[config.mk]
export PLATFORM = sky130hd
export DESIGN_NAME = hedc_log_unit
export DESIGN_NICKNAME = d
export VERILOG_FILES = /design/src/design/hedc_pkg.sv /design/src/design/hedc_log_unit.sv
export SDC_FILE = /design/constraint.sdc
export NUM_CORES = 2
export LEC_CHECK = 0
export BUFFER_PORTS_ARGS = -buffer_cell sky130_fd_sc_hd__buf_2
export CAP_MARGIN = 30
export CORE_MARGIN = 5
export CORE_UTILIZATION = 50
export DETAILED_ROUTE_END_ITERATION = 16
export HOLD_SLACK_MARGIN = 0.08
export PLACE_DENSITY = 0.74
export SETUP_SLACK_MARGIN = 0.05
export SLEW_MARGIN = 5
export SYNTH_ARGS = -nofsm -noshare
export SYNTH_HDL_FRONTEND = slang
export SYNTH_SLANG_ARGS = --single-unit
[constraint.sdc]
create_clock -name clk -period 10.7 [get_ports clk]
set_clock_uncertainty 0.15 [all_clocks]
set_input_delay 1.07 -clock clk [delete_from_list [all_inputs] [get_ports clk]]
set_output_delay 1.07 -clock clk [all_outputs]
set_load 0.02 [all_outputs]
[src/design/hedc_pkg.sv]
// Shared types and constants for the Henon escape / dilatation colorer.
package hedc_pkg;

    // Number formats
    localparam int WORD_W     = 32;            // coordinate word, Q12.20
    localparam int FRAC_W     = 20;            // fraction bits of coordinates
    localparam int MANT_W     = 28;            // Jacobian mantissa magnitude bits
    localparam int JAC_W      = 64;            // Jacobian product width
    localparam int ROOT_W     = 64;            // square-root operand width
    localparam int ROOT_STEPS = ROOT_W / 2;    // one result bit per cell
    localparam int LOG_IN_W   = 33;            // p+q fits in 33 bits
    localparam int LOG_FRAC   = 24;            // log2 fraction bits
    localparam int LOG_EXP_W  = 6;             // integer part of log2
    localparam int LOG_OUT_W  = LOG_EXP_W + LOG_FRAC;
    localparam int LOG_MANT_W = 31;            // Q1.30 mantissa
    localparam int COLOR_W    = 16;
    localparam int NUM_W      = LOG_OUT_W + COLOR_W - LOG_FRAC;
    localparam int ITER_BOUND_DEF = 255;

    localparam logic [LOG_FRAC-1:0] LN2_Q24 = 24'd11629080;

    // Configuration port
    localparam int CFG_IDX_W  = 3;
    localparam int CFG_DATA_W = 32;

    typedef enum logic [CFG_IDX_W-1:0] {
        CFG_OFFSET_C       = 3'd0,
        CFG_GAIN_A         = 3'd1,
        CFG_ESCAPE_RADIUS  = 3'd2,
        CFG_COLOR_SCALE    = 3'd3,
        CFG_MAX_ITERATIONS = 3'd4
    } cfg_index_t;

    localparam logic signed [31:0] OFFSET_C_RST       = 32'sd419430;
    localparam logic signed [31:0] GAIN_A_RST         = 32'sd1048576;
    localparam logic [30:0]        ESCAPE_RADIUS_RST  = 31'd104857600;
    localparam logic [15:0]        COLOR_SCALE_RST    = 16'd1000;
    localparam logic [7:0]         MAX_ITERATIONS_RST = 8'd100;

    // Payload of the two data channels
    typedef struct packed {
        logic signed [WORD_W-1:0] start_x;
        logic signed [WORD_W-1:0] start_y;
    } in_item_t;

    typedef struct packed {
        logic [COLOR_W-1:0] color_index;
        logic               escaped;
        logic               orientation_reversed;
    } out_item_t;

    // Data handed from one square-root cell to the next
    typedef struct packed {
        logic              valid;
        logic              tag;     // 0: p operand, 1: q operand
        logic [ROOT_W-1:0] rem;
        logic [ROOT_W-1:0] root;
    } root_stage_t;

endpackage

[src/design/hedc_log_unit.sv]
// Iterative log2 by repeated squaring, one fraction bit per cycle.
module hedc_log_unit
    import hedc_pkg::*;
(
    input  logic                 clk,
    input  logic                 rst_n,
    input  logic                 start,
    input  logic [LOG_IN_W-1:0]  value,
    output logic                 done,
    output logic [LOG_OUT_W-1:0] result
);

    localparam int CNT_W = $clog2(LOG_FRAC + 1);
    localparam int MFRAC = LOG_MANT_W - 1;

    logic                  busy_reg;
    logic [CNT_W-1:0]      cnt_reg;
    logic                  done_reg;
    logic [LOG_MANT_W-1:0] m_reg;
    logic [LOG_MANT_W-1:0] m_next;
    logic [LOG_EXP_W-1:0]  exp_reg;
    logic [LOG_EXP_W-1:0]  exp_next;
    logic [LOG_FRAC-1:0]   frac_reg;
    logic [LOG_FRAC-1:0]   frac_next;
    logic [LOG_IN_W-1:0]   norm;
    logic [2*LOG_MANT_W-1:0] sq;
    logic [LOG_MANT_W:0]   sq_top;

    // leading one and normalization to Q1.30
    always_comb
    begin
        exp_next = '0;
        for (int b = 0; b < LOG_IN_W; b++)
        begin
            if (value[b])
                exp_next = LOG_EXP_W'(b);
        end
        if (exp_next > LOG_EXP_W'(MFRAC))
            norm = value >> (exp_next - LOG_EXP_W'(MFRAC));
        else
            norm = value << (LOG_EXP_W'(MFRAC) - exp_next);
    end

    // one squaring step
    always_comb
    begin
        sq     = m_reg * m_reg;
        sq_top = sq[2*LOG_MANT_W-1:MFRAC];
        frac_next = {frac_reg[LOG_FRAC-2:0], sq_top[LOG_MANT_W]};
        if (sq_top[LOG_MANT_W])
            m_next = sq_top[LOG_MANT_W:1];
        else
            m_next = sq_top[LOG_MANT_W-1:0];
    end

    always_ff @(posedge clk or negedge rst_n)
    begin
        if (!rst_n)
        begin
            busy_reg <= 1'b0;
            cnt_reg  <= '0;
            done_reg <= 1'b0;
        end
        else
        begin
            done_reg <= busy_reg && (cnt_reg == CNT_W'(1));
            if (start)
            begin
                busy_reg <= 1'b1;
                cnt_reg  <= CNT_W'(LOG_FRAC);
            end
            else if (busy_reg)
            begin
                cnt_reg <= cnt_reg - 1'b1;
                if (cnt_reg == CNT_W'(1))
                    busy_reg <= 1'b0;
            end
        end
    end

    always_ff @(posedge clk)
    begin
        if (start)
        begin
            m_reg    <= norm[LOG_MANT_W-1:0];
            exp_reg  <= exp_next;
            frac_reg <= '0;
        end
        else if (busy_reg)
        begin
            m_reg    <= m_next;
            frac_reg <= frac_next;
        end
    end

    assign done   = done_reg;
    assign result = {exp_reg, frac_reg};

endmodule

* After elaboration in Yosys (flattened, before gate mapping)
Cells that the tools add are included.
Widths: inputs -> output; s select.
** Storage, ports and cells
- Register bits after elaboration :: 68
- Input bits :: 36
- Output and inout bits :: 31
- Word-level logic and storage cells :: 57
** Operators by class
- Add/subtract/negate cells :: 3
- Multiply operators :: 1
- Magnitude comparators :: 1
- Equality and inequality tests :: 1
- Shift-type cells :: 2
- Mux-type cells :: 41
- Reduce and logical (&&, ||, !) cells :: 2
** Operators with widths (number)
- $mux 6 :: 30
- $mux 31 :: 4
- $mul 31x31->62 :: 1
- $shl 33x6->31 :: 1
- $shr 33x6->31 :: 1
- $mux 5 :: 2
- $gt 6x5->1 const B :: 1
- $sub 5x6->6 const A :: 1
- $sub 6x5->6 const B :: 1
- $eq 5x1->1 const B :: 1
- $sub 5x1->5 const B :: 1
- $mux 1 :: 4
- $mux 2 :: 1
- $reduce_bool 2->1 :: 1
- $logic_and 1x1->1 :: 1

* Logic depth before layout (Yosys ltp)
- Depth in word-level cells :: 36
- Mapped depth :: 30

* Worst setup path after synthesis
No wires, ideal clock.
- Path kind :: reg2reg
- From :: reg m_reg[18]
- To :: reg m_reg[3], data pin
- Library setup time :: 258 ps
- Data arrival time :: 7812 ps
- Data required time :: 10292 ps
- Setup slack :: 2480 ps
- Stages on the path, launching flop included :: 29
- Buffers on the path :: 3
- Clock period less this slack :: 8220 ps
- Path through :: edfxtp_1 > clkbuf_1 > clkbuf_1 > nand2_1 > fa_1 > inv_1 > ha_1 > a21o_1 > fa_1 > inv_1 > fa_1 > inv_1 > fa_1 > fa_1 > fa_1 > inv_1 > fa_1 > inv_1 > ha_1 > clkbuf_1 > a21o_1 > a21o_1 > a21o_1 > nor4_4 > o211ai_2 > o31ai_4 > xor2_2 > mux2_2 > o221a_2
** Between the ends
- Word-level cells in the longest chain between the ends :: 4
** RTL lines
- start: declaration :: line hedc_log_unit.sv:19 : logic [LOG_MANT_W-1:0] m_reg;
- start signal: assignment :: line hedc_log_unit.sv:85 : m_reg <= norm[LOG_MANT_W-1:0];
- start signal: assignment :: line hedc_log_unit.sv:91 : m_reg <= m_next;
- $mul 31x31->62 :: line hedc_log_unit.sv:47 : sq = m_reg * m_reg;
- $mux 31 :: line hedc_log_unit.sv:50 : if (sq_top[LOG_MANT_W])
- $mux 31 :: line hedc_log_unit.sv:89 : else if (busy_reg)
- $mux 31 :: line hedc_log_unit.sv:83 : if (start)
Every way passes these cells. The select of a mux whose other input is x is not followed.
A chain may end at the register's enable or synchronous reset.

* Worst setup path after layout
- From :: reg m_reg[13]
- To :: reg m_reg[19], data pin
The elaborated chain is that of the path after synthesis.

==> results.toml <==
[synthesis]
ys.flop_type = "edfxtp_1"
ys_ff_latch = 68
yosys_warnings = 0
synth_nets = 4578
synthArstFlopShare = 0.103
syn_inst = 3529
avgSynthCellArea_um2 = 9.40
synth_edf_count = 37
synth_cell_types = 96
netlist_area_mm2 = 0.0332
ys_seq_area_frac = 0.0533

[cts]
postCtsSetupBuffers = 0
clkSinkCount = 68
cts_tree = "built"
cts_resized = 0
cts_buffers = 9
clockBufferDepth = 2
clk_latency_ps = 350
path_clk_slew_ps = 60
hold_buffers = 0
root_buffer = "clkbuf_16"
ctsHtreeMaxLevel = 3

[status]
status = "complete, no violations"

[placed_design]
io_buffers = 66
place_hpwl_um = 72600
gp_congestion = 0.992

[sta]
hold_viol = 0
relSlewSlack = 0.308
rsz0062_at_grt = "false"
drv_slew = 0
worst_pin_slew_ps = 1040
setup_viol = 0
fmax_mhz = 102
post-route-period-util = 0.913
post-route-min-period_ps = 9770
finalSetupTns_ps = 0

[routing]
drt_iter0_drc = 2509
vias = 24900
first_pass_iters = 8
drcViolationCount = 0
drtAntennaViolNets = 0
vias_per_cell = 5.70
drt-total-wl_um = 90000
wire_per_inst_um = 20.6

[cells_and_area]
drive_gt1_frac = 0.0632
n_fill_cell = 5930
regArea_mm2 = 0.00177
largest_reg_flops = 31
syn2layout_area_growth_pct = 4.05
final_nets = 4540
multi_input_area_mm2 = 0.0273

[worst_hold_path]
hp-start = "frac_reg[23]"
worstHoldPathCells = 2
min_to = "frac_reg[23]"
hp-class = "register to register"

[global_route]
grt_pass1_vias = 26400
grt_usage = 0.257
antenna_found_initial = 0
overflow = 0
grt_first_pass_wirelength_um = 144000
grt_max_degree = 59

[floorplanning]
rows = 94
die_w_um = 268
start_util = 0.505
core_mm2 = 0.0657
chipHeight_um = 268
pin_count = 67
die_area_mm2 = 0.0716

[setup_path]
path_class = "register to register"
critPathArrivalTime_ps = 9710
reg2reg_setup_slack_ps = 930
reg2reg_to = "m_reg[19]"
r2r_cells = 24
reg2reg_from = "m_reg[13]"
start_kind = "register"
endpoint_kind = "register"
crit_required_ps = 10640
critical_path.max_fanout = 19

[run]
drv_cap = 0
[worst max path at each step]
stage / startpoint / endpoint / slack (ps)
global placement: m_reg[17] / m_reg[19] / 1130
floorplan: m_reg[18] / m_reg[3] / 2480
finish: m_reg[13] / m_reg[19] / 930
CTS: m_reg[12] / m_reg[19] / 970
detailed placement: m_reg[12] / m_reg[19] / 1010
global route: m_reg[19] / m_reg[19] / 740
[cell usage in the layout, fill, tap and decap left out, drive strengths merged, types with 40 or more instances in the layout]
cell type  Yosys  final
a21oi         87     87
nor2         168    168
o21ai         62     62
buf           38    120
a211oi        40     40
fa           750    750
and2         164    164
mux2i         83     83
inv          847    853
ha           263    263
nand2        348    348
nor3          56     56
[worst max-delay path: stages (launching register included)]
cell       delay [ps]
edfxtp_1         1020
buf_4             400
and2_1            240
fa_1              480
fa_1              470
fa_1              560
inv_1              60
fa_1              400
inv_1             100
fa_1              430
fa_1              470
fa_1              600
fa_1              450
ha_1              370
a211oi_1          260
o211ai_1          120
o2111ai_1         120
a41oi_1           290
nor4_4            490
o211ai_2          220
o31ai_4           340
xor2_2            620
buf_4             310
nor3_1             70
a211oi_1          440
[stage by stage]
stage | hold WS, ps | worst slack (ps) | instance area (um2) | cells | utilization
3_5_place_dp | 348 | 1010 | 34100 | 4339 | 0.519
5_1_grt | 393 | 735 | 34500 | 4360 | 0.525
2_1_floorplan | 339 | 2480 | 33200 | 3529 | -
6_report | 363 | 934 | 34500 | 4361 | 0.525
4_1_cts | 364 | 967 | 34400 | 4355 | 0.524
3_3_place_gp | 328 | 1130 | 34100 | 4338 | 0.519
[cell usage after synthesis (all sizes together) (18+ instances only)]
master,n,area (um2)
o21ai,62,310
a31oi,24,150
nand2,348,1310
ha,263,3290
and2,164,1030
clkbuf,130,579
nor3,56,280
mux4,36,826
buf,38,288
fa,750,15000
dfxtp,24,480
a211oi,40,315
xnor2,32,288
a21oi,87,439
a21o,28,210
xor2,18,165
nor2,168,631
inv,847,3190
mux2i,83,831
o211ai,33,253
edfxtp,37,1110
[cell type report]
cell class	count	share of cell area
multi-input combinational	2439	0.792
antenna	1	0.0000725
timing repair buffer	120	0.0234
inverter	853	0.0931
clock buffer	10	0.00725
clock inverter	6	0.00138
tap	864	0.0313
sequential	68	0.0512
[cells by family after synthesis]
family                   after synthesis  synth area share
buffers and inverters               1022             0.123
adder cells (fa/ha/maj)             1013             0.552
AND/OR/NAND/NOR                      841             0.119
AO/OA/AOI/OAI                        407            0.0857
multiplexers                         128            0.0530
flip-flops                            68            0.0533
XOR/XNOR                              50            0.0137
[metal layers]
| metal | routed length [um] | global-route usage | vias up |
|---|---|---|---|
| met4 | 3050 | 0.0693 | 0 |
| met3 | 9280 | 0.0565 | 209 |
| met2 | 42800 | 0.425 | 1259 |
| met1 | 34800 | 0.345 | 12500 |
| li1 | - | - | 10900 |
| met5 | 0 | 0 | - |
Power is left out: the tool's default activity adds up to more than one toggle a clock period on the data nets, which glitch-free logic cannot reach.
