## src/design/hedc_pkg.sv

```systemverilog
// Shared types and constants for the Henon escape / dilatation colorer.
package hedc_pkg;

    // Number formats
    localparam int WORD_W     = 32;            // coordinate word, Q12.20
    localparam int FRAC_W     = 20;            // fraction bits of coordinates
    localparam int MANT_W     = 28;            // Jacobian mantissa magnitude bits
    localparam int JAC_W      = 64;            // Jacobian product width
    localparam int ROOT_W     = 64;            // square-root operand width
    localparam int ROOT_STEPS = ROOT_W / 2;    // one result bit per cell
    localparam int LOG_IN_W   = 33;            // p+q fits in 33 bits
    localparam int LOG_FRAC   = 24;            // log2 fraction bits
    localparam int LOG_EXP_W  = 6;             // integer part of log2
    localparam int LOG_OUT_W  = LOG_EXP_W + LOG_FRAC;
    localparam int LOG_MANT_W = 31;            // Q1.30 mantissa
    localparam int COLOR_W    = 16;
    localparam int NUM_W      = LOG_OUT_W + COLOR_W - LOG_FRAC;
    localparam int ITER_BOUND_DEF = 255;

    localparam logic [LOG_FRAC-1:0] LN2_Q24 = 24'd11629080;

    // Configuration port
    localparam int CFG_IDX_W  = 3;
    localparam int CFG_DATA_W = 32;

    typedef enum logic [CFG_IDX_W-1:0] {
        CFG_OFFSET_C       = 3'd0,
        CFG_GAIN_A         = 3'd1,
        CFG_ESCAPE_RADIUS  = 3'd2,
        CFG_COLOR_SCALE    = 3'd3,
        CFG_MAX_ITERATIONS = 3'd4
    } cfg_index_t;

    localparam logic signed [31:0] OFFSET_C_RST       = 32'sd419430;
    localparam logic signed [31:0] GAIN_A_RST         = 32'sd1048576;
    localparam logic [30:0]        ESCAPE_RADIUS_RST  = 31'd104857600;
    localparam logic [15:0]        COLOR_SCALE_RST    = 16'd1000;
    localparam logic [7:0]         MAX_ITERATIONS_RST = 8'd100;

    // Payload of the two data channels
    typedef struct packed {
        logic signed [WORD_W-1:0] start_x;
        logic signed [WORD_W-1:0] start_y;
    } in_item_t;

    typedef struct packed {
        logic [COLOR_W-1:0] color_index;
        logic               escaped;
        logic               orientation_reversed;
    } out_item_t;

    // Data handed from one square-root cell to the next
    typedef struct packed {
        logic              valid;
        logic              tag;     // 0: p operand, 1: q operand
        logic [ROOT_W-1:0] rem;
        logic [ROOT_W-1:0] root;
    } root_stage_t;

endpackage

```

## src/design/hedc_root_cell.sv

```systemverilog
// One cell of the square-root chain: resolves one root bit per transfer.
module hedc_root_cell
    import hedc_pkg::*;
#(
    parameter int STEP = 0
)
(
    input  logic        clk,
    input  logic        rst_n,
    input  root_stage_t prev,
    output root_stage_t next
);

    localparam logic [ROOT_W-1:0] BIT_C = ROOT_W'(1) << (ROOT_W - 2 - 2 * STEP);

    logic              valid_reg;
    logic              tag_reg;
    logic [ROOT_W-1:0] rem_reg;
    logic [ROOT_W-1:0] root_reg;
    logic [ROOT_W-1:0] trial;
    logic [ROOT_W-1:0] rem_next;
    logic [ROOT_W-1:0] root_next;

    always_comb
    begin
        trial = prev.root + BIT_C;
        if (prev.rem >= trial)
        begin
            rem_next  = prev.rem - trial;
            root_next = (prev.root >> 1) + BIT_C;
        end
        else
        begin
            rem_next  = prev.rem;
            root_next = prev.root >> 1;
        end
    end

    always_ff @(posedge clk or negedge rst_n)
    begin
        if (!rst_n)
            valid_reg <= 1'b0;
        else
            valid_reg <= prev.valid;
    end

    always_ff @(posedge clk)
    begin
        tag_reg  <= prev.tag;
        rem_reg  <= rem_next;
        root_reg <= root_next;
    end

    assign next = '{valid: valid_reg, tag: tag_reg, rem: rem_reg, root: root_reg};

endmodule

```

## config.mk

```make
export PLATFORM = sky130hd
export DESIGN_NAME = hedc_root_cell
export DESIGN_NICKNAME = d
export VERILOG_FILES = /design/src/design/hedc_pkg.sv /design/src/design/hedc_root_cell.sv
export SDC_FILE = /design/constraint.sdc
export NUM_CORES = 1
export LEC_CHECK = 0
export ABC_AREA = 1
export BUFFER_PORTS_ARGS = -buffer_cell sky130_fd_sc_hd__buf_2
export CAP_MARGIN = 20
export CORE_AREA = 3 3 145 147
export DETAILED_ROUTE_END_ITERATION = 6
export DIE_AREA = 0 0 148 150
export PLACE_DENSITY = 0.86
export SLEW_MARGIN = 15
export SYNTH_ARGS = -nofsm -noshare
export SYNTH_HDL_FRONTEND = slang
export SYNTH_SLANG_ARGS = --single-unit
```

## constraint.sdc

```tcl
create_clock -name clk -period 0.8 [get_ports clk]
set_input_delay 0.16 -clock clk [delete_from_list [all_inputs] [get_ports clk]]
set_output_delay 0.16 -clock clk [all_outputs]
set_load 0.1 [all_outputs]
```

==> results of run 1 <==
==> stage by stage <==
step                      std cells  hold slack (ns)
after CTS                      2626           -0.165
after floorplan                1716           -0.136
after global placement         2458          -0.0658
after detailed placement       2458          -0.0643
==> per-layer routing <==
layer | track usage | overflow
met3 | 0.665 | 6
met5 | 0.345 | 1
met1 | 0.767 | 4
met2 | 1.01 | 368
met4 | 0.876 | 132
==> repair_timing <==
action / CTS
cloned: 7
hold endpoints to repair: 113
buffers inserted: 18
resized for setup: 99
endpoints found under the setup margin: 196
pin swaps: 6
hold buffers: 111
==> logic make-up after synthesis <==
group	after synthesis
flops	130
xor+xnor	32
buf+inv	422
simple gates	1015
fa+ha+maj	65
compound gates	52
==> flow_summary_export.csv, run 1 <==
group,metric,value,unit
status,status,"did not finish",
status,stop_stage,"global routing",
status,first-error,"[ERROR GRT-0232] Routing congestion too high. Check the congestion heatmap in the GUI.",
synthesis,synth-xor-area-share,0.0288,
synthesis,syn_area_per_cell,5.67,sq um
clock_network,cts_root_buffer,"clkbuf_16",
placement,pre_cts_ws,-1.54,ns
floorplan,die_y,150,microns
clock_network,h-tree-depth,4,
placement,place_area,15200,sq um
global_route,grt_use_total,0.817,
placement,hpwl,31500,microns
synthesis,yosys.area.top_type,"nand2_1",
placement,gp_congestion,1.09,
synthesis,yosys.area_share.simple,0.423,
clock_network,cts_sinks,130,
floorplan,io_pins,262,
global_route,gr-total-overflow,511,
synthesis,synth_fa_ha_area_frac,0.0843,
synthesis,yosysTopAreaCellShare,0.294,
clock_network,cts_buffers,17,
synthesis,synthTopCellsByCount,"nand2_1, inv_1, dfxtp_1, nor2_1, nand3_1",
synthesis,synth.area.top_cells,"nand2_1, dfxtp_1, inv_1",
synthesis,synth-compound-area-share,0.0271,
synthesis,synth_top_family_by_area,"simple AND/OR/NAND/NOR gates",
floorplan,rows,52,
synthesis,ys_types,30,
synthesis,synth_edf_count,0,
floorplan,die-width,148,microns
synthesis,yosysSeqAreaShare,0.268,
synthesis,muxShareOfSynthArea,0,
floorplan,start_util,0.486,
synthesis,synth_area,9740,sq um
clock_network,cts_buffer_depth,2,
synthesis,synth_top_flop_cell,"dfxtp_1",
synthesis,syn_nets,1913,
synthesis,synth.most_common_cell,"nand2_1",
synthesis,synthCells,1716,
placement,io_buffers,261,
synthesis,synthArstFlopShare,0.00769,
global_route,grt_max_degree,17,
synthesis,yosysWarnings,0,
synthesis,yosys_register_bits,130,
==> inputs of run 2 (changes only) <==
- CORE_AREA: 3 3 145 147 -> 3 3 174 176
- DIE_AREA: 0 0 148 150 -> 0 0 177 179
- PLACE_DENSITY: 0.86 -> default
- PLACE_DENSITY_LB_ADDON: default -> 0.15
==> run 2 against run 1 <==
- the flow now finishes, with violations (setup timing)
- synthesized area unchanged
- synthesized cell count unchanged
==> flow_summary_export.csv, run 2 <==
group,metric,value,unit
status,status,"finished with violations",
status,violations,"setup timing",
layout,area_growth,97.5,%
clock_network,cts_buffer_depth,2,
layout,layout_commonest_cell,"nand2_1",
synthesis,syn_area_per_cell,5.67,sq um
synthesis,synth.most_common_cell,"nand2_1",
synthesis,synth.area.top_cells,"nand2_1, dfxtp_1, inv_1",
sta,final_hold_viol_count,0,
critical_path,crit_slowest_cell,"fa_2",
clock_network,cts_tree,"built",
layout,layoutNonFillerInstCount,2788,
critical_path,timing.critical_path.mode_cell,"nand2_4",
placement,io_buffers,261,
placement,pre_cts_ws,-1.61,ns
synthesis,syn_nets,1913,
sta,setup_ws,-0.946,ns
global_route,grt_use_total,0.283,
critical_path,crit_fanout,7,
global_route,antenna_found_initial,0,
floorplan,start_util,0.338,
synthesis,yosysTopAreaCellShare,0.294,
sta,min_period_over_period,2.18,
floorplan,rows,62,
sta,grt_setup_unrepaired,"yes",
synthesis,synth_area,9740,sq um
critical_path,worstPathCellList,"buf_8, inv_12, ha_4, fa_2, inv_2, nand3_2, nand2_4, nand2_4, nand2_4, nand2_2, nand2_2, nand2_2, nand3_4, nand2_4, nand2_8, buf_12, clkbuf_16, nand3_4, nand2_1",
layout,final_cell_mix,"nand2_1, inv_1, buf_4, buf_12, dfxtp_2",
synthesis,synthArstFlopShare,0.00769,
floorplan,core_area,28800,sq um
worst_hold_path,hold_depth,4,
floorplan,die_area,31700,sq um
synthesis,yosysSeqAreaShare,0.268,
sta,tightest_slew,0.321,ns
floorplan,die-width,177,microns
synthesis,yosys_register_bits,130,
clock_network,h-tree-depth,4,
drt,drtIter0Drc,735,
sta,setup_viol,196,
clock_network,cts_buffers,17,
synthesis,synthCells,1716,
power,powerDensity,1980,nW/um^2
sta,fin_crit,1.75,ns
placement,hpwl,36100,microns
global_route,gr-total-overflow,0,
synthesis,yosysWarnings,0,
sta,slew_violations,0,
synthesis,synth_edf_count,0,
job,max-cap-violations,0,
critical_path,crit_type,"primary input to flip-flop",
sta,relSlewSlack,0.785,
drt,wl_per_cell,17.2,microns
critical_path,cp-start-kind,"primary input",
placement,place_area,15600,sq um
clock_network,cts_root_buffer,"clkbuf_16",
sta,fmax,573,MHz
layout,layout-drive-gt1-share,0.420,
floorplan,io_pins,262,
critical_path,required,1.19,ns
drt,routed_wl,47900,microns
clock_network,cts_sinks,130,
clock_network,clk_pin_slew,0.07,ns
power,p_leak,0.0106,uW
synthesis,ys_types,30,
synthesis,yosys.area.top_type,"nand2_1",
critical_path,arrival,2.14,ns
layout,diodes,0,
placement,placedCellCount,2613,
drt,first_pass_iters,6,
worst_hold_path,holdCritPathClass,"primary input to flip-flop",
synthesis,synth_top_flop_cell,"dfxtp_1",
critical_path,cpPeakStageDelay,0.37,ns
global_route,grt_max_degree,28,
global_route,grt_pass1_wl,68000,microns
global_route,grt_pass1_vias,12400,
placement,gp_congestion,0.943,
synthesis,synthTopCellsByCount,"nand2_1, inv_1, dfxtp_1, nor2_1, nand3_1",
critical_path,end_kind,"flip-flop",
drt,drtAntennaViolNets,0,
floorplan,die_y,179,microns
layout,n_fill_cell,2423,
drt,vias_per_cell,4.52,
sta,fin_hold_ws,0.0153,ns
power,vdd_drop_max,1.25,mV
layout,final_cell_area,19200,sq um
sta,setup_tns,-100.02,ns
layout,fin_nets,2588,
drt,drc_errors,0,
critical_path,worstSetupEndpoint,"rem_reg[46]$_DFF_P_",
drt,vias,12600,
critical_path,crit_start,"prev[64]",
## run 2: cell counts after synthesis
Identical to the previous run, type by type.
## run 2: critical path: cells and delay by family
kind          cells  cell delay, ns
simple gates     12            0.87
buf+inv           5            0.54
fa+ha+maj         2            0.52
## run 2: metal layers
metal / global-route usage / wire, microns / up-vias
met4: 0.101 / 1890 / 0
met2: 0.498 / 23100 / 377
li1: - / - / 6397
met5: 0 / 0 / -
met3: 0.0332 / 2230 / 90
met1: 0.356 / 20700 / 5748
## run 2: kinds of logic after synthesis
family	share of synthesized area
and+or+nand+nor	0.423
buffers and inverters	0.169
DFF	0.268
adders and majority gates	0.0843
AOI/OAI and AO/OA	0.0271
xor gates and xnor gates	0.0288
## run 2: stage by stage
step	util	power [uW]
6_report	0.668	38200
5_1_grt	0.668	39600
2_1_floorplan	-	18700
4_1_cts	0.626	36700
3_5_place_dp	0.542	26400
3_3_place_gp	0.542	26300
## run 2: final cells by class
class,instances,area (sq um),share of cell area
repair buffers,671,6930,0.360
multi-input cells,1164,6850,0.356
flip-flops and latches,130,2770,0.144
inverters,407,1560,0.0809
well taps,384,480,0.0250
clock buffers,20,447,0.0232
clock inverters,12,205,0.0107
## run 2: repair_timing
action,CTS,global route
gates cloned,3,9
pin swaps,9,41
hold buffers,112,0
gates resized for setup,119,198
endpoints found under the hold margin,112,0
setup buffers,8,14
endpoints found under the setup margin,196,196
## run 2: worst min-delay path by stage
stage	to	slack (ns)	from
6_report	rem_reg[44]$_DFF_P_	0.02	prev[108]
5_1_grt	rem_reg[28]$_DFF_P_	0.02	prev[92]
4_1_cts	rem_reg[46]$_DFF_P_	0.0009	prev[110]
3_5_place_dp	valid_reg$_DFF_PN0_	-0.06	rst_n
3_3_place_gp	valid_reg$_DFF_PN0_	-0.06	rst_n
2_1_floorplan	valid_reg$_DFF_PN0_	-0.14	rst_n
## run 2: where the power goes
group	switching, uW	internal, uW
clock network	3450	5640
registers	741	7570
logic	12600	8140
Note: power is estimated with default switching activity, not from simulation.
==> inputs of run 3 (changes only) <==
- HOLD_SLACK_MARGIN: default -> 0.08
==> run 3 against run 2 <==
- sequential share of layout area grew 0.32 points
- cell count grew 0.11%
- worst hold slack gained 0.095 ns
- global-route usage grew 0.18 points
- clock power is essentially flat
- highest routed layer unchanged
- non-clock buffer count grew 3
- first-iteration DRC count shrank 18%
- core utilization shrank 1.5 points
- largest cell class unchanged
- the flow still finishes with violations (setup timing)
==> flow_summary_export.csv, run 3 (synthesis results as in run 2) <==
group,metric,value,unit
layout,area_growth,93.2,%
floorplan,die_y,179,microns
power,p_switching,16200,uW
critical_path,required,1.13,ns
global_route,antenna_found_initial,0,
power,powerDensity,1970,nW/um^2
drt,drtAntennaViolNets,0,
global_route,grt_pass1_vias,12600,
sta,final_hold_viol_count,0,
sta,setup_tns,-100.82,ns
clock_network,clk_pin_slew,0.06,ns
status,status,"finished with violations",
critical_path,crit_slowest_cell,"fa_2",
drt,first_pass_iters,5,
critical_path,cp_top_family,"simple AND/OR/NAND/NOR gates",
critical_path,timing.critical_path.mode_cell,"nand2_2",
power,p_int,20900,uW
worst_hold_path,holdCritPathClass,"primary input to flip-flop",
sta,relSlewSlack,0.785,
power,seqPwrFrac,0.224,
global_route,grt_use_total,0.284,
sta,grt_setup_unrepaired,"yes",
critical_path,crit_type,"primary input to flip-flop",
critical_path,arrival,2.07,ns
sta,setup_ws,-0.937,ns
layout,n_fill_cell,2532,
clock_network,cts_root_buffer,"clkbuf_16",
layout,fin_nets,2591,
job,max-cap-violations,0,
sta,min_period_over_period,2.17,
global_route,gr-total-overflow,0,
critical_path,cp_num_buf_inv,5,
critical_path,worstPathCellList,"buf_8, inv_12, ha_4, fa_2, inv_2, nand3_2, nand2_4, nand2_2, nand2_2, nand2_1, nand2_2, nand2_2, nand3_4, nand2_4, nand2_8, inv_8, buf_12, nand2_1, nand2_1",
sta,fin_hold_ws,0.110,ns
floorplan,core_area,28800,sq um
status,violations,"setup timing",
layout,layout-drive-gt1-share,0.387,
clock_network,cts_sinks,130,
layout,layout_commonest_cell,"nand2_1",
drt,drtIter0Drc,606,
sta,fmax,576,MHz
sta,slew_violations,0,
critical_path,crit_fanout,22,
placement,hpwl,36100,microns
floorplan,start_util,0.338,
drt,wl_per_cell,16.3,microns
drt,vias_per_cell,4.43,
critical_path,cp-start-kind,"primary input",
power,sw_frac_of_total,0.437,
floorplan,die_area,31700,sq um
drt,vias,12400,
floorplan,rows,62,
clock_network,cts_tree,"built",
floorplan,die-width,177,microns
sta,fin_crit,1.74,ns
clock_network,h-tree-depth,4,
sta,setup_viol,196,
power,p_comb_frac,0.532,
clock_network,cts_buffer_depth,2,
critical_path,cpPeakStageDelay,0.37,ns
placement,io_buffers,261,
drt,drc_errors,0,
sta,tightest_slew,0.322,ns
critical_path,end_kind,"flip-flop",
layout,diodes,0,
power,vdd_drop_max,1.21,mV
power,p_clk_frac,0.244,
placement,gp_congestion,0.943,
layout,final_cell_mix,"nand2_1, inv_1, buf_4, buf_12, dlygate4sd3_1",
drt,routed_wl,45500,microns
global_route,grt_pass1_wl,68600,microns
clock_network,cts_buffers,17,
floorplan,io_pins,262,
global_route,grt_max_degree,28,
power,p_leak,0.0104,uW
## run 3: cell count changes in the layout (fill, tap and decap cells not counted), sizes merged
cell and change:
dlygate4sd3 +19, buf -8, clkbuf -8
## run 3: cell type report
cell class	instances	area, sq um	area share
inverter	407	1550	0.0823
multi-input combinational	1164	6500	0.346
sequential	130	2770	0.147
clock buffer	20	447	0.0237
timing repair buffer	674	6860	0.364
clock inverter	12	205	0.0109
tap	384	480	0.0255
## run 3: timing repair
item                       in CTS  in global routing
buffers inserted                8                  4
pin swaps                       9                 16
hold buffers                  130                  1
setup endpoints to repair     196                196
gates resized for setup       119                105
cloned                          3                  0
hold endpoints to repair      131                  1
## run 3: metal layers
layer,routed length [microns],share of wire,vias up,track usage
met1,19800,0.43,5555,0.356
met3,1980,0.043,72,0.0335
li1,-,-,6400,-
met4,1600,0.035,0,0.103
met2,22200,0.49,338,0.503
met5,0,0,-,0
## run 3: worst paths after layout
path | startpoint | to | slack, ns | cells past startpoint
min in group asynchronous | rst_n | valid_reg$_DFF_PN0_ | 0.57 | 3
max | prev[64] | rem_reg[12]$_DFF_P_ | -0.94 | 19
min | prev[0] | rem_reg[0]$_DFF_P_ | 0.11 | 5
max in group asynchronous | rst_n | valid_reg$_DFF_PN0_ | 0.13 | 3
## run 3: stage by stage
stage          utilization  worst slack (ns)  instance area [sq um]  power (uW)  std cells
2_1_floorplan            -             -1.03                   9960       18700       1716
3_3_place_gp         0.542             -1.64                  15600       26300       2613
3_5_place_dp         0.542             -1.61                  15600       26400       2613
4_1_cts              0.633            -0.904                  18200       36700       2786
5_1_grt              0.654             -1.04                  18800       38700       2791
6_report             0.654            -0.937                  18800       37100       2791
## run 3: power groups by stage
stage               logic [uW]  registers (uW)  clock network, uW
floorplan                 4350           14400                  0
global placement         17900            8440                  0
detailed placement       17900            8440                  0
CTS                      19200            8320               9170
global route             20800            8400               9470
finish                   19700            8310               9060
==> inputs of run 4 (changes only) <==
- clock period: 0.8 -> 1.6 ns (I/O delays scaled with it)
==> run 4 against run 3 <==
- the run still ends with setup timing left
- critical path depth is the same
- core utilization is 5.8 points lower
- non-clock buffer count is 24 higher
- sequential cell count unchanged
- worst hold slack worse by 0.0060 ns
- count of clock-buffer cells in the layout unchanged
- via count grew 0.36%
- sequential power down 54%
- sequential share of layout area increased by 0.48 points
- die area is the same
- largest cell class is now multi-input combinational cells
==> flow_summary_export.csv, run 4 (synthesis results as in run 2) <==
group,metric,value,unit
power,p_total,17000,uW
clock_network,cts_tree,"built",
sta,setup_viol,66,
clock_network,cts_sinks,130,
sta,fmax,517,MHz
floorplan,core_area,28800,sq um
clock_network,cts_root_buffer,"clkbuf_16",
status,violations,"setup timing",
global_route,antenna_found_initial,0,
floorplan,start_util,0.338,
clock_network,h-tree-depth,4,
drt,vias_per_cell,4.41,
worst_hold_path,holdCritPathClass,"primary input to flip-flop",
layout,n_fill_cell,2848,
drt,drtIter0Drc,575,
status,status,"finished with violations",
critical_path,crit_type,"primary input to flip-flop",
critical_path,end_kind,"flip-flop",
clock_network,clk_pin_slew,0.06,ns
placement,gp_congestion,0.930,
sta,setup_tns,-19.32,ns
floorplan,die_area,31700,sq um
layout,layoutNonFillerInstCount,2815,
sta,grt_setup_unrepaired,"yes",
drt,drtAntennaViolNets,0,
power,vdd_drop_max,0.667,mV
critical_path,cp-start-kind,"primary input",
global_route,grt_use_total,0.274,
global_route,grt_pass1_wl,65500,microns
floorplan,die-width,177,microns
layout,final_cell_mix,"nand2_1, inv_1, buf_4, buf_2, dfxtp_1",
critical_path,cpPeakStageDelay,0.37,ns
critical_path,arrival,2.28,ns
worst_hold_path,hp-start,"prev[96]",
critical_path,crit_start,"prev[64]",
layout,diodes,0,
layout,layout-drive-gt1-share,0.369,
layout,area_growth,76.1,%
global_route,gr-total-overflow,0,
drt,vias,12400,
clock_network,cts_buffers,17,
critical_path,cp_num_buf_inv,5,
placement,hpwl,35400,microns
power,powerDensity,992,nW/um^2
critical_path,timing.critical_path.mode_cell,"nand2_2",
critical_path,crit_slowest_cell,"fa_2",
global_route,grt_max_degree,34,
layout,layout_commonest_cell,"nand2_1",
floorplan,die_y,179,microns
worst_hold_path,hold_depth,3,
layout,final_cell_area,17200,sq um
drt,drc_errors,0,
sta,min_period_over_period,1.21,
power,p_leak,0.0101,uW
critical_path,crit_fanout,10,
floorplan,rows,62,
sta,slew_violations,0,
global_route,grt_pass1_vias,12200,
placement,place_area,13800,sq um
clock_network,cts_buffer_depth,2,
worst_hold_path,holdPathEnd,"rem_reg[32]$_DFF_P_",
sta,tightest_slew,0.514,ns
sta,fin_crit,1.94,ns
critical_path,required,1.94,ns
critical_path,worstPathCellList,"buf_8, inv_12, ha_4, fa_2, inv_2, nand3_2, nand2_4, nand2_2, nand2_2, nand2_2, nand2_2, nand2_2, nand3_4, nand2_4, nand2_8, clkinv_16, buf_16, nand2_2, nand2_1",
drt,first_pass_iters,5,
placement,io_buffers,261,
placement,placedCellCount,2649,
drt,routed_wl,45100,microns
job,max-cap-violations,0,
floorplan,io_pins,262,
sta,fin_hold_ws,0.104,ns
layout,fin_nets,2616,
sta,setup_ws,-0.335,ns
drt,wl_per_cell,16.0,microns
sta,relSlewSlack,0.660,
critical_path,cp_top_family,"simple AND/OR/NAND/NOR gates",
sta,final_hold_viol_count,0,
## run 4: cell types whose count changed in the layout (fill, tap and decap cells not counted), moves of 37 or more
cell     before  now
buf_12      135    9
buf_2       128  257
buf_4       272  309
dfxtp_1       0  129
dfxtp_2     129    0
nand2_1     692  642
nand2_2      73  114
## run 4: power by group
group / switching (uW) / leakage, uW / internal [uW]
clock network: 1550 / 0.000301 / 2660
registers: 107 / 0.00110 / 3680
logic: 6220 / 0.00869 / 2810
## run 4: cell type report
| cell class | count | area (sq um) | share of cell area |
|---|---|---|---|
| repair buffers | 698 | 5220 | 0.304 |
| well taps | 384 | 480 | 0.0280 |
| multi-input cells | 1164 | 6650 | 0.388 |
| clock inverters | 11 | 160 | 0.00934 |
| clock buffers | 20 | 457 | 0.0266 |
| flip-flops and latches | 130 | 2610 | 0.152 |
| inverters | 407 | 1570 | 0.0913 |
| repair inverters | 1 | 11.3 | 0.000657 |
## run 4: per-stage QoR
| stage | util | setup WS (ns) |
|---|---|---|
| detailed placement | 0.480 | -1.06 |
| global route | 0.596 | -0.411 |
| finish | 0.596 | -0.335 |
| global placement | 0.480 | -1.14 |
| floorplan | - | -0.386 |
| CTS | 0.569 | -0.255 |
## run 4: what timing repair did
item	in CTS	in global routing
setup endpoints to repair	67	66
cloned	5	7
endpoints found under the hold margin	105	0
pin swaps	19	29
setup buffers	12	10
gates resized for setup	165	130
hold buffers	103	0
## run 4: routing by layer
layer | vias up | share of wire | global-route usage
li1 | 6449 | - | -
met1 | 5633 | 0.45 | 0.343
met2 | 283 | 0.49 | 0.490
met3 | 45 | 0.039 | 0.0371
met4 | 0 | 0.023 | 0.0802
met5 | - | 0 | 0
## run 4: worst max path at each step
stage	cells past startpoint	endpoint
6_report	19	rem_reg[45]$_DFF_P_
5_1_grt	19	rem_reg[14]$_DFF_P_
4_1_cts	20	rem_reg[63]$_DFF_P_
3_5_place_dp	15	rem_reg[47]$_DFF_P_
3_3_place_gp	15	rem_reg[47]$_DFF_P_
2_1_floorplan	18	rem_reg[39]$_DFF_P_
